## src/design/rsa_pkg.sv

```systemverilog
// ----------------------------------------------------------------------------
// rsa_pkg
// Shared types, constants and helpers for the rotating server assigner.
// ----------------------------------------------------------------------------
package rsa_pkg;

  localparam int MAX_SERVERS = 16;
  localparam int SRV_W       = 4;   // fixed by the server_index field
  localparam int K_W         = 5;
  localparam int TIME_W      = 32;
  localparam int END_W       = TIME_W + 1;
  localparam int CNT_W       = 32;
  localparam int KIND_W      = 2;

  typedef enum logic [KIND_W-1:0] {
    KIND_ASSIGNED = 2'd0,
    KIND_DROPPED  = 2'd1,
    KIND_REPORT   = 2'd2
  } kind_t;

  typedef enum logic [1:0] {
    ST_IDLE,
    ST_PICK,
    ST_MAX,
    ST_EMIT
  } state_t;

  typedef struct packed {
    logic shift;
    logic clear;
  } cell_ctrl_t;

  function automatic logic [SRV_W-1:0] lowest_set(input logic [MAX_SERVERS-1:0] vec);
    logic [SRV_W-1:0] idx;
    idx = '0;
    for (int j = MAX_SERVERS - 1; j >= 0; j--) begin
      if (vec[j]) idx = SRV_W'(j);
    end
    return idx;
  endfunction

endpackage

```

## src/design/rsa_cell.sv

```systemverilog
// ----------------------------------------------------------------------------
// rsa_cell
// One server: busy mark, end time and request count. Counts pass to the
// neighbouring cell when the chain rotates.
// ----------------------------------------------------------------------------
module rsa_cell
  import rsa_pkg::*;
(
  input  logic              clk,
  input  logic              rst_n,
  input  cell_ctrl_t        ctrl,
  input  logic              wr,
  input  logic [TIME_W-1:0] arrival,
  input  logic [END_W-1:0]  new_end,
  input  logic [CNT_W-1:0]  count_in,
  output logic [CNT_W-1:0]  count_out,
  output logic              free
);

  logic             busy_r;
  logic [END_W-1:0] end_r;
  logic [CNT_W-1:0] count_r;

  always_ff @(posedge clk) begin
    if (!rst_n) begin
      busy_r  <= 1'b0;
      count_r <= '0;
    end else if (ctrl.clear) begin
      busy_r  <= 1'b0;
      count_r <= '0;
    end else begin
      if (wr) busy_r <= 1'b1;
      if (ctrl.shift) begin
        count_r <= count_in;
      end else if (wr && (count_r != {CNT_W{1'b1}})) begin
        count_r <= count_r + CNT_W'(1);
      end
    end
  end

  always_ff @(posedge clk) begin
    if (wr) end_r <= new_end;
  end

  assign free      = !busy_r || (end_r <= {1'b0, arrival});
  assign count_out = count_r;

endmodule

```

## src/design/rsa_chain.sv

```systemverilog
// ----------------------------------------------------------------------------
// rsa_chain
// Ring of server cells. On a shift each cell takes the count of the cell
// above it, so cell 0 shows every server's count in turn.
// ----------------------------------------------------------------------------
module rsa_chain
  import rsa_pkg::*;
(
  input  logic                   clk,
  input  logic                   rst_n,
  input  cell_ctrl_t             ctrl,
  input  logic [MAX_SERVERS-1:0] wr_sel,
  input  logic [TIME_W-1:0]      arrival,
  input  logic [END_W-1:0]       new_end,
  output logic [MAX_SERVERS-1:0] free,
  output logic [CNT_W-1:0]       head_count
);

  logic [CNT_W-1:0] count [MAX_SERVERS];

  for (genvar j = 0; j < MAX_SERVERS; j++) begin : g_cell
    rsa_cell u_cell (
      .clk       (clk),
      .rst_n     (rst_n),
      .ctrl      (ctrl),
      .wr        (wr_sel[j]),
      .arrival   (arrival),
      .new_end   (new_end),
      .count_in  (count[(j + 1) % MAX_SERVERS]),
      .count_out (count[j]),
      .free      (free[j])
    );
  end

  assign head_count = count[0];

endmodule

```

## src/design/rotating_server_assigner.sv

```systemverilog
// ----------------------------------------------------------------------------
// rotating_server_assigner
// Round-robin request assignment over a ring of server cells, with a
// busiest-server report at the end of each batch.
//
//   channel | direction | handshake          | payload
//   in      | input     | in_valid/in_stall   | arrival_time, load_time, batch_end
//   out     | output    | out_valid/out_stall | result_kind, server_index,
//           |           |                     | handled_count, run_last
//   cfg     | input     | cfg_wr_en           | cfg_wr_data (active servers)
//
// A request is accepted, then the free check, rotating pick and cell update
// are done together in the pick state. On a batch end the count ring then
// rotates once to find the maximum and once to report; output stalls hold it.
// Reset is synchronous; all servers idle with zero counts.
// Input stall is high while a request or report is in progress; an output
// stall holds the pick or report step until the output register frees.
// ----------------------------------------------------------------------------
module rotating_server_assigner
  import rsa_pkg::*;
(
  input  logic              clk,
  input  logic              rst_n,
  input  logic              in_valid,
  output logic              in_stall,
  input  logic [TIME_W-1:0] in_arrival_time,
  input  logic [TIME_W-1:0] in_load_time,
  input  logic              in_batch_end,
  output logic              out_valid,
  input  logic              out_stall,
  output logic [KIND_W-1:0] out_result_kind,
  output logic [SRV_W-1:0]  out_server_index,
  output logic [CNT_W-1:0]  out_handled_count,
  output logic              out_run_last,
  input  logic              cfg_wr_en,
  input  logic [K_W-1:0]    cfg_wr_data
);

  state_t state_r, state_nxt;

  logic [TIME_W-1:0] arr_r, load_r;
  logic              last_r;
  logic [K_W-1:0]    k_r;
  logic [SRV_W-1:0]  ptr_r, ptr_nxt;
  logic [SRV_W-1:0]  step_r, step_nxt;
  logic [CNT_W-1:0]  best_r, best_nxt;
  logic [SRV_W-1:0]  last_idx_r, last_idx_nxt;

  logic              out_valid_r, out_valid_nxt;
  kind_t             out_kind_r, out_kind_nxt;
  logic [SRV_W-1:0]  out_idx_r, out_idx_nxt;
  logic [CNT_W-1:0]  out_cnt_r, out_cnt_nxt;
  logic              out_last_r, out_last_nxt;

  cell_ctrl_t             ctrl;
  logic [MAX_SERVERS-1:0] wr_sel;
  logic [MAX_SERVERS-1:0] free;
  logic [CNT_W-1:0]       head_count;
  logic [END_W-1:0]       new_end;

  logic [K_W-1:0]         k_eff;
  logic [SRV_W-1:0]       p;
  logic [K_W-1:0]         p_inc;
  logic [MAX_SERVERS-1:0] cand_lo, cand_hi;
  logic                   found;
  logic [SRV_W-1:0]       pick;
  logic                   in_range;
  logic                   out_free;
  logic                   accept;
  logic                   last_step;

  assign k_eff = (k_r == '0) ? K_W'(1) :
                 (k_r > K_W'(MAX_SERVERS)) ? K_W'(MAX_SERVERS) : k_r;
  assign p     = ({1'b0, ptr_r} < k_eff) ? ptr_r : '0;
  assign p_inc = {1'b0, p} + K_W'(1);

  always_comb begin
    for (int j = 0; j < MAX_SERVERS; j++) begin
      cand_lo[j] = free[j] && (K_W'(j) < k_eff);
      cand_hi[j] = cand_lo[j] && (SRV_W'(j) >= p);
    end
  end

  assign found     = (cand_lo != '0);
  assign pick      = (cand_hi != '0) ? lowest_set(cand_hi) : lowest_set(cand_lo);
  assign new_end   = {1'b0, arr_r} + {1'b0, load_r};
  assign in_range  = ({1'b0, step_r} < k_eff);
  assign out_free  = !out_valid_r || !out_stall;
  assign accept    = in_valid && !in_stall;
  assign last_step = (step_r == SRV_W'(MAX_SERVERS - 1));
  assign in_stall  = (state_r != ST_IDLE);

  always_comb begin
    state_nxt     = state_r;
    ptr_nxt       = ptr_r;
    step_nxt      = step_r;
    best_nxt      = best_r;
    last_idx_nxt  = last_idx_r;
    out_valid_nxt = out_valid_r && out_stall;
    out_kind_nxt  = out_kind_r;
    out_idx_nxt   = out_idx_r;
    out_cnt_nxt   = out_cnt_r;
    out_last_nxt  = out_last_r;
    ctrl          = '0;
    wr_sel        = '0;
    unique case (state_r)
      ST_IDLE: begin
        if (accept) state_nxt = ST_PICK;
      end
      ST_PICK: begin
        if (out_free) begin
          if (found) wr_sel = MAX_SERVERS'(1) << pick;
          out_valid_nxt = 1'b1;
          out_kind_nxt  = found ? KIND_ASSIGNED : KIND_DROPPED;
          out_idx_nxt   = found ? pick : '0;
          out_cnt_nxt   = '0;
          out_last_nxt  = !last_r;
          ptr_nxt       = (p_inc >= k_eff) ? '0 : p_inc[SRV_W-1:0];
          if (last_r) begin
            state_nxt    = ST_MAX;
            step_nxt     = '0;
            best_nxt     = '0;
            last_idx_nxt = '0;
          end else begin
            state_nxt = ST_IDLE;
          end
        end
      end
      ST_MAX: begin
        ctrl.shift = 1'b1;
        if (in_range) begin
          if (head_count > best_r) begin
            best_nxt     = head_count;
            last_idx_nxt = step_r;
          end else if (head_count == best_r) begin
            last_idx_nxt = step_r;
          end
        end
        step_nxt = step_r + SRV_W'(1);
        if (last_step) state_nxt = ST_EMIT;
      end
      ST_EMIT: begin
        if (!(in_range && (head_count == best_r) && !out_free)) begin
          ctrl.shift = 1'b1;
          if (in_range && (head_count == best_r)) begin
            out_valid_nxt = 1'b1;
            out_kind_nxt  = KIND_REPORT;
            out_idx_nxt   = step_r;
            out_cnt_nxt   = best_r;
            out_last_nxt  = (step_r == last_idx_r);
          end
          step_nxt = step_r + SRV_W'(1);
          if (last_step) begin
            ctrl.clear = 1'b1;
            ptr_nxt    = '0;
            state_nxt  = ST_IDLE;
          end
        end
      end
      default: state_nxt = ST_IDLE;
    endcase
  end

  always_ff @(posedge clk) begin
    if (!rst_n) begin
      state_r     <= ST_IDLE;
      k_r         <= K_W'(MAX_SERVERS);
      ptr_r       <= '0;
      step_r      <= '0;
      out_valid_r <= 1'b0;
    end else begin
      state_r     <= state_nxt;
      ptr_r       <= ptr_nxt;
      step_r      <= step_nxt;
      out_valid_r <= out_valid_nxt;
      if (cfg_wr_en) k_r <= cfg_wr_data;
    end
  end

  always_ff @(posedge clk) begin
    if (accept) begin
      arr_r  <= in_arrival_time;
      load_r <= in_load_time;
      last_r <= in_batch_end;
    end
    best_r     <= best_nxt;
    last_idx_r <= last_idx_nxt;
    out_kind_r <= out_kind_nxt;
    out_idx_r  <= out_idx_nxt;
    out_cnt_r  <= out_cnt_nxt;
    out_last_r <= out_last_nxt;
  end

  rsa_chain u_chain (
    .clk        (clk),
    .rst_n      (rst_n),
    .ctrl       (ctrl),
    .wr_sel     (wr_sel),
    .arrival    (arr_r),
    .new_end    (new_end),
    .free       (free),
    .head_count (head_count)
  );

  assign out_valid         = out_valid_r;
  assign out_result_kind   = out_kind_r;
  assign out_server_index  = out_idx_r;
  assign out_handled_count = out_cnt_r;
  assign out_run_last      = out_last_r;

endmodule

```

## config.mk

```make
export PLATFORM = sky130hd
export DESIGN_NAME = rotating_server_assigner
export DESIGN_NICKNAME = d
export VERILOG_FILES = /design/src/design/rsa_pkg.sv /design/src/design/rsa_cell.sv /design/src/design/rsa_chain.sv /design/src/design/rotating_server_assigner.sv
export SDC_FILE = /design/constraint.sdc
export NUM_CORES = 2
export LEC_CHECK = 0
export ABC_CLOCK_PERIOD_IN_PS = 7300
export BUFFER_PORTS_ARGS = -buffer_cell sky130_fd_sc_hd__buf_2
export CAP_MARGIN = 40
export CORE_MARGIN = 2
export CORE_UTILIZATION = 45
export CTS_CLUSTER_DIAMETER = 50
export DETAILED_ROUTE_END_ITERATION = 8
export RECOVER_POWER = 100
export SETUP_SLACK_MARGIN = 0.1
export SYNTH_ARGS = -nofsm -noshare
export SYNTH_HDL_FRONTEND = slang
export SYNTH_SLANG_ARGS = --single-unit
```

## constraint.sdc

```tcl
create_clock -name clk -period 7.3 [get_ports clk]
set_clock_uncertainty 0.2 [all_clocks]
set_input_delay 0.365 -clock clk [delete_from_list [all_inputs] [get_ports clk]]
set_output_delay 0.365 -clock clk [all_outputs]
set_load 0.01 [all_outputs]
```

Word level (Yosys, flattened, before mapping)
Cells that the tools add are included.

Output and inout port bits: 41. Logic and storage cells: 411. Register bits: 1212. Input port bits: 75.

Shift-type cells: 1. Muxes and demuxes: 122. Add/subtract/negate cells: 19. Magnitude comparators: 53. Reduce and logical (&&, ||, !) cells: 121. Bitwise logic cells: 1. Eq/ne operators: 32.

Operator list (number): two-way mux 32 bit (39); less-or-equal comparator 33 x 32 -> 1 bit (16); adder 32 x 1 -> 32 bit (second input constant) (16); inequality test 32 bit (second input constant) (16); two-way mux 4 bit (48); case mux 32 bit (2 select lines) (2); logical AND 1 bit (52); two-way mux 16 bit (3); < comparator 4 x 5 -> 1 bit (first input constant) (8); nonzero test 2 bit (19); adder 32 x 32 -> 33 bit (1); equality test 32 bit (1); greater-or-equal comparator 4 bit (first input constant) (8); greater-than comparator 32 bit (1); nonzero test 16 bit (2); case mux 4 bit (2 select lines) (3); zero test 1 bit (21); < comparator 3 x 5 -> 1 bit (first input constant) (4); two-way mux 2 bit (10); inequality test 2 bit (second input constant) (9); logical OR 1 bit (17); greater-or-equal comparator 3 x 4 -> 1 bit (first input constant) (4); left shift 1 x 4 -> 16 bit (first input constant) (1); AND reduction 5 bit (3); other kinds (26) (45).

Longest topological paths before layout
Depth after elaboration: 31. Depth in mapped cells: 25.

Cells and area by module
Synthesis repeated with hierarchy kept, for this count alone.

Cell total of the unflattened synthesis: 7062. Area, all modules: 68488.2 µm².

Modules (own cells, without submodules): rsa_cell at u_chain.g_cell[0].u_cell ... (seq. area each 1651.6 µm², area each 3698.5 µm², cells each 386, instances 15); rotating_server_assigner (seq. area each 4524.3 µm², area each 9203.8 µm², cells each 878, instances 1); rsa_cell at u_chain.g_cell[9].u_cell (seq. area each 1651.6 µm², area each 3806.2 µm², cells each 394, instances 1).

Worst setup path after synthesis
No wires, ideal clock.

Kind: flip-flop to flip-flop. Start point: register k_r[4]. End point: register u_chain.g_cell[0].u_cell.count_r[17]. Cell stages (with the launch flop): 23. Setup slack: 0.934 ns. Library setup time: 0.124 ns. Buffers on the path: 3. Period minus slack after synthesis: 6.366 ns. Arrival time: 6.043 ns. Cells stage by stage: dfxtp_1 clkbuf_1 inv_1 nand2_1 ha_1 o21a_1 o21ai_0 a311o_1 buf_4 and2_1 ha_1 nor2_1 a21oi_1 o21ai_0 o211ai_1 nor4_4 and4b_1 o21ai_1 nor2_1 and2_1 buf_2 mux2i_1 nand3_1.

Word-level cells in the longest chain between the ends: 30. Elaborated cells on any way between the ends: 119.

RTL lines: from (decl) (line rotating_server_assigner.sv:43) `logic [K_W-1:0] k_r;`; from (signal assigned) (line rotating_server_assigner.sv:167) `k_r <= K_W'(MAX_SERVERS);`; from (signal assigned) (line rotating_server_assigner.sv:176) `if (cfg_wr_en) k_r <= cfg_wr_data;`; greater-than comparator 5 bit (line rotating_server_assigner.sv:73) `(k_r > K_W'(MAX_SERVERS)) ? K_W'(MAX_SERVERS) : k_r;`; two-way mux 5 bit (line rotating_server_assigner.sv:73); two-way mux 5 bit (*) (line rotating_server_assigner.sv:72) `assign k_eff = (k_r == '0) ? K_W'(1) :`; < comparator 4 x 5 -> 1 bit (line rotating_server_assigner.sv:74) `assign p = ({1'b0, ptr_r} < k_eff) ? ptr_r : '0;`; two-way mux 4 bit (line rotating_server_assigner.sv:74); greater-or-equal comparator 4 bit (line rotating_server_assigner.sv:80) `cand_hi[j] = cand_lo[j] && (SRV_W'(j) >= p);`; logical AND 1 bit (line rotating_server_assigner.sv:80); two-way mux 4 bit (16 in a row) (line rsa_pkg.sv:37) `if (vec[j]) idx = SRV_W'(j);`; two-way mux 4 bit (line rotating_server_assigner.sv:85) `assign pick = (cand_hi != '0) ? lowest_set(cand_hi) : lowest_set(cand_lo);`; left shift 1 x 4 -> 16 bit (line rotating_server_assigner.sv:112) `if (found) wr_sel = MAX_SERVERS'(1) << pick;`; two-way mux 16 bit (*) (line rotating_server_assigner.sv:112); two-way mux 16 bit (*) (line rotating_server_assigner.sv:111) `if (out_free) begin`; two-way mux 16 bit (*) (line rotating_server_assigner.sv:106) `unique case (state_r)`; named net u_chain.g_cell[0].u_cell.wr (line rsa_cell.sv:12) `input logic wr,`; logical AND 1 bit (*) (line rsa_cell.sv:35) `end else if (wr && (count_r != {CNT_W{1'b1}})) begin`; nonzero test 2 bit (no line) (*); to (signal assigned) (line rsa_cell.sv:34) `count_r <= count_in;`; to (signal assigned) (line rsa_cell.sv:36) `count_r <= count_r + CNT_W'(1);`; to (decl) (line rsa_cell.sv:22) `logic [CNT_W-1:0] count_r;`.

The timed path passes the listed nets; every way through them passes the cells marked *. A chain may end at the register's enable or synchronous reset.

Worst setup path in the final report
Start point: register arr_r[0]. End point: register u_chain.g_cell[5].u_cell.end_r[29] (data pin).

Word-level cells in the longest chain between the ends: 1.

RTL lines: from (decl) (line rotating_server_assigner.sv:41) `logic [TIME_W-1:0] arr_r, load_r;`; from (signal assigned) (line rotating_server_assigner.sv:182) `arr_r <= in_arrival_time;`; adder 32 x 32 -> 33 bit (line rotating_server_assigner.sv:86) `assign new_end = {1'b0, arr_r} + {1'b0, load_r};`; named net new_end[29] (line rotating_server_assigner.sv:59) `logic [END_W-1:0] new_end;`; to (signal assigned) (line rsa_cell.sv:42) `if (wr) end_r <= new_end;`; to (decl) (line rsa_cell.sv:21) `logic [END_W-1:0] end_r;`.

The timed path passes the listed nets, and every way through them passes these cells.

==> impl_metrics.ini <==
[finish]
nNetsFinal = 7237
mostFrequentLayoutCell = edfxtp_1
antenna_cells = 0
syn_to_final_growth_pct = 14.3
postLayoutCellArea_um2 = 73500
drive_above_1_share = 0.0748
final_cell_mix = edfxtp_1 (668), nor2_1 (615), ha_1 (608), dfxtp_1 (544), nand2_1 (427)
regArea_um2 = 30900
fill_cells = 12800
multi_input_area_um2 = 31600

[logic_synthesis]
ys_types = 97
synth_area_leaders = edfxtp_1 (31%), dfxtp_1 (17%), ha_1 (12%)
ys_ff_latch = 1212
syn_nets = 6944
netlist_area_um2 = 64300
synthAdderAreaFrac = 0.119
yosysSeqAreaShare = 0.481
synthMuxAreaShare = 0.00518
netlist_instances = 6260
synth_top_family_by_area = simple AND/OR/NAND/NOR gates
synth_top_flop_cell = edfxtp_1
synth-xor-area-share = 0.0662
synthSimpleGateAreaFrac = 0.177
synth_top_area_cell = edfxtp_1
yosysWarningCount = 0
async_flop_share = 0
synth_edf_count = 668
synth_compound_area_frac = 0.124
yosysTopAreaCellShare = 0.312
post_synth.cell_area_avg_um2 = 10.3

[global_route]
antenna_found_initial = 2
grt_pass1_vias = 48700
grt.overflow.total = 0
track_usage = 0.263
grt_max_degree = 206
grt_pass1_wl_um = 297000

[drt]
viasPerCell = 5.84
drtPass1Iterations = 6
ant_nets = 0
vias = 50000
drtIter0Drc = 4424
wirelength_um = 195000
wl_per_cell_um = 22.8
drc = 0

[clock_tree]
cts_tree = built
clkTransAtPathRegs_ns = 0.05
h-tree-depth = 4
clock_latency_ns = 0.79
cts_buffers = 149
ctsRootBufferMaster = clkbuf_16
clock_path_buffers = 3
cts_sinks = 1212

[pwr]
powerDensity_nw_per_um2 = 238
total_power_mw = 17.5
power_leakage_nw = 27.6
ir_drop_mv = 0.231

[die]
die_h_um = 382
core_um2 = 142000
initial_core_util = 0.454
die_w_um = 382
dieArea_um2 = 146000
rows = 138
io-pin-count = 116

[status]
status = complete, but fails checks
violations = max-capacitance violations, max-slew violations

[placement]
globalplace.congestion = 0.940
place_ws_ns = 1.08
placed_area_um2 = 68400
port-buffer-count = 115
dp_hpwl_um = 138000

[hold_path]
min_path_type = input port to flip-flop

[setup_path]
crit_path_start_kind = flip-flop
endpoint_kind = flip-flop
cp.required_ns = 7.48
worstPathArrival_ns = 6.84
crit_type = flip-flop to flip-flop
crit_fanout = 16

[sta]
maxSlewHeadroom = -1.11
finalSetupTns_ns = 0
rsz0062_at_grt = no
hold_viol_final = 0
max_freq_mhz = 150
fin_crit_ns = 6.66
fin_ws_ns = 0.642
fin_crit_sh = 0.912
setup_violations = 0
worst_slew_pin_slew_ns = 3.17
slew_violations = 185

[job]
cap_viol_max_count = 6
==> worst paths after layout <==
check,depth (start not counted),from,slack (ns),to
worst max-delay path,17,arr_r[0]$_DFFE_PP_,0.64,u_chain.g_cell[5].u_cell.end_r[29]$_DFFE_PP_
worst max register to register,17,arr_r[0]$_DFFE_PP_,0.64,u_chain.g_cell[5].u_cell.end_r[29]$_DFFE_PP_
worst min-delay path,2,in_load_time[7],0.09,load_r[7]$_DFFE_PP_
worst min register to register,1,u_chain.g_cell[5].u_cell.busy_r$_SDFFE_PP0P_,0.26,u_chain.g_cell[5].u_cell.busy_r$_SDFFE_PP0P_
==> critical path: stages (launching register included) <==
cell	delay (ns)
edfxtp_1	0.63
clkbuf_1	0.35
ha_1	0.30
a21o_1	0.18
a21oi_1	0.21
o21ai_0	0.15
a21o_1	0.29
a31oi_1	0.35
a21oi_1	0.21
nand4_1	0.13
nand3_1	0.14
o41ai_1	0.60
clkbuf_1	0.59
o21ai_0	0.27
or4_1	0.52
nand2_1	0.11
xnor2_1	0.11
clkbuf_1	0.92
==> synth_stat cells, types with 26 or more instances <==
library cell	number
mux2i_1	31
buf_2	26
nand3_1	269
nor2b_1	45
dfxtp_1	544
nand4_1	236
ha_1	608
a21o_1	69
and4_1	33
xor2_1	236
nor2_1	621
o21ai_0	248
nor3_1	132
inv_1	194
nor4_1	74
nand2_1	427
o211ai_1	27
and2_1	84
a211oi_1	383
and3_1	189
clkbuf_1	230
edfxtp_1	668
xnor2_1	250
o21a_1	37
a21oi_1	249
==> per-stage QoR <==
stage	util	hold WS, ns	instances
3_5_place_dp	0.483	0.255	8207
4_1_cts	0.524	0.0473	8565
2_1_floorplan	-	0.240	6260
3_3_place_gp	0.480	0.247	8180
6_report	0.519	0.0938	8565
5_1_grt	0.519	0.0678	8565
==> power by group <==
part           leakage, nW  switching, mW  internal [mW]
sequential            10.5          0.266           7.70
clock                 2.41           3.09           4.39
combinational         14.7           1.42          0.659
==> sequential cells by signal (all words and copies together) (netlist names), named ones only <==
name / count
out_handled_count: 32
out_result_kind: 2
out_run_last: 1
last_r: 1
step_r: 4
state_r: 1
u_chain.g_cell.u_cell.busy_r: 16
arr_r: 32
u_chain.g_cell.u_cell.count_out: 512
ptr_r: 4
last_idx_r: 4
best_r: 32
load_r: 32
out_server_index: 4
u_chain.g_cell.u_cell.end_r: 528
out_valid: 1
k_r: 5
==> routing by layer <==
metal  track usage  wire length (µm)  up-vias
met5             0                32        -
met4         0.100              7820        4
met3        0.0363             10800      343
met2         0.431             91400     1427
met1         0.353             84800    24300
li1              -                 -    23900
==> timing repair <==
item / CTS / global route
hold buffers: 85 / 0
buffers inserted: 0 / 0
resized for setup: 0 / 0
hold endpoints to repair: 96 / 0
==> area by class of cell <==
class	instances	area share
sequential	1212	0.421
clock buffer	197	0.0569
clock inverter	76	0.0106
timing repair buffer	408	0.0399
multi-input combinational	4586	0.429
tap	1890	0.0322
inverter	196	0.0100
==> cells by family (layout without fill, tap and decap cells) <==
logic type                 after synthesis  in the layout
and+or+nand+nor                       2256           2256
AOI/OAI and AO/OA                     1202           1202
muxes                                   33             33
DFF                                   1212           1212
buffers and inverters                  462            877
adders and majority gates              609            609
xor gates and xnor gates               486            486
Power figures use the tool's default switching activity.
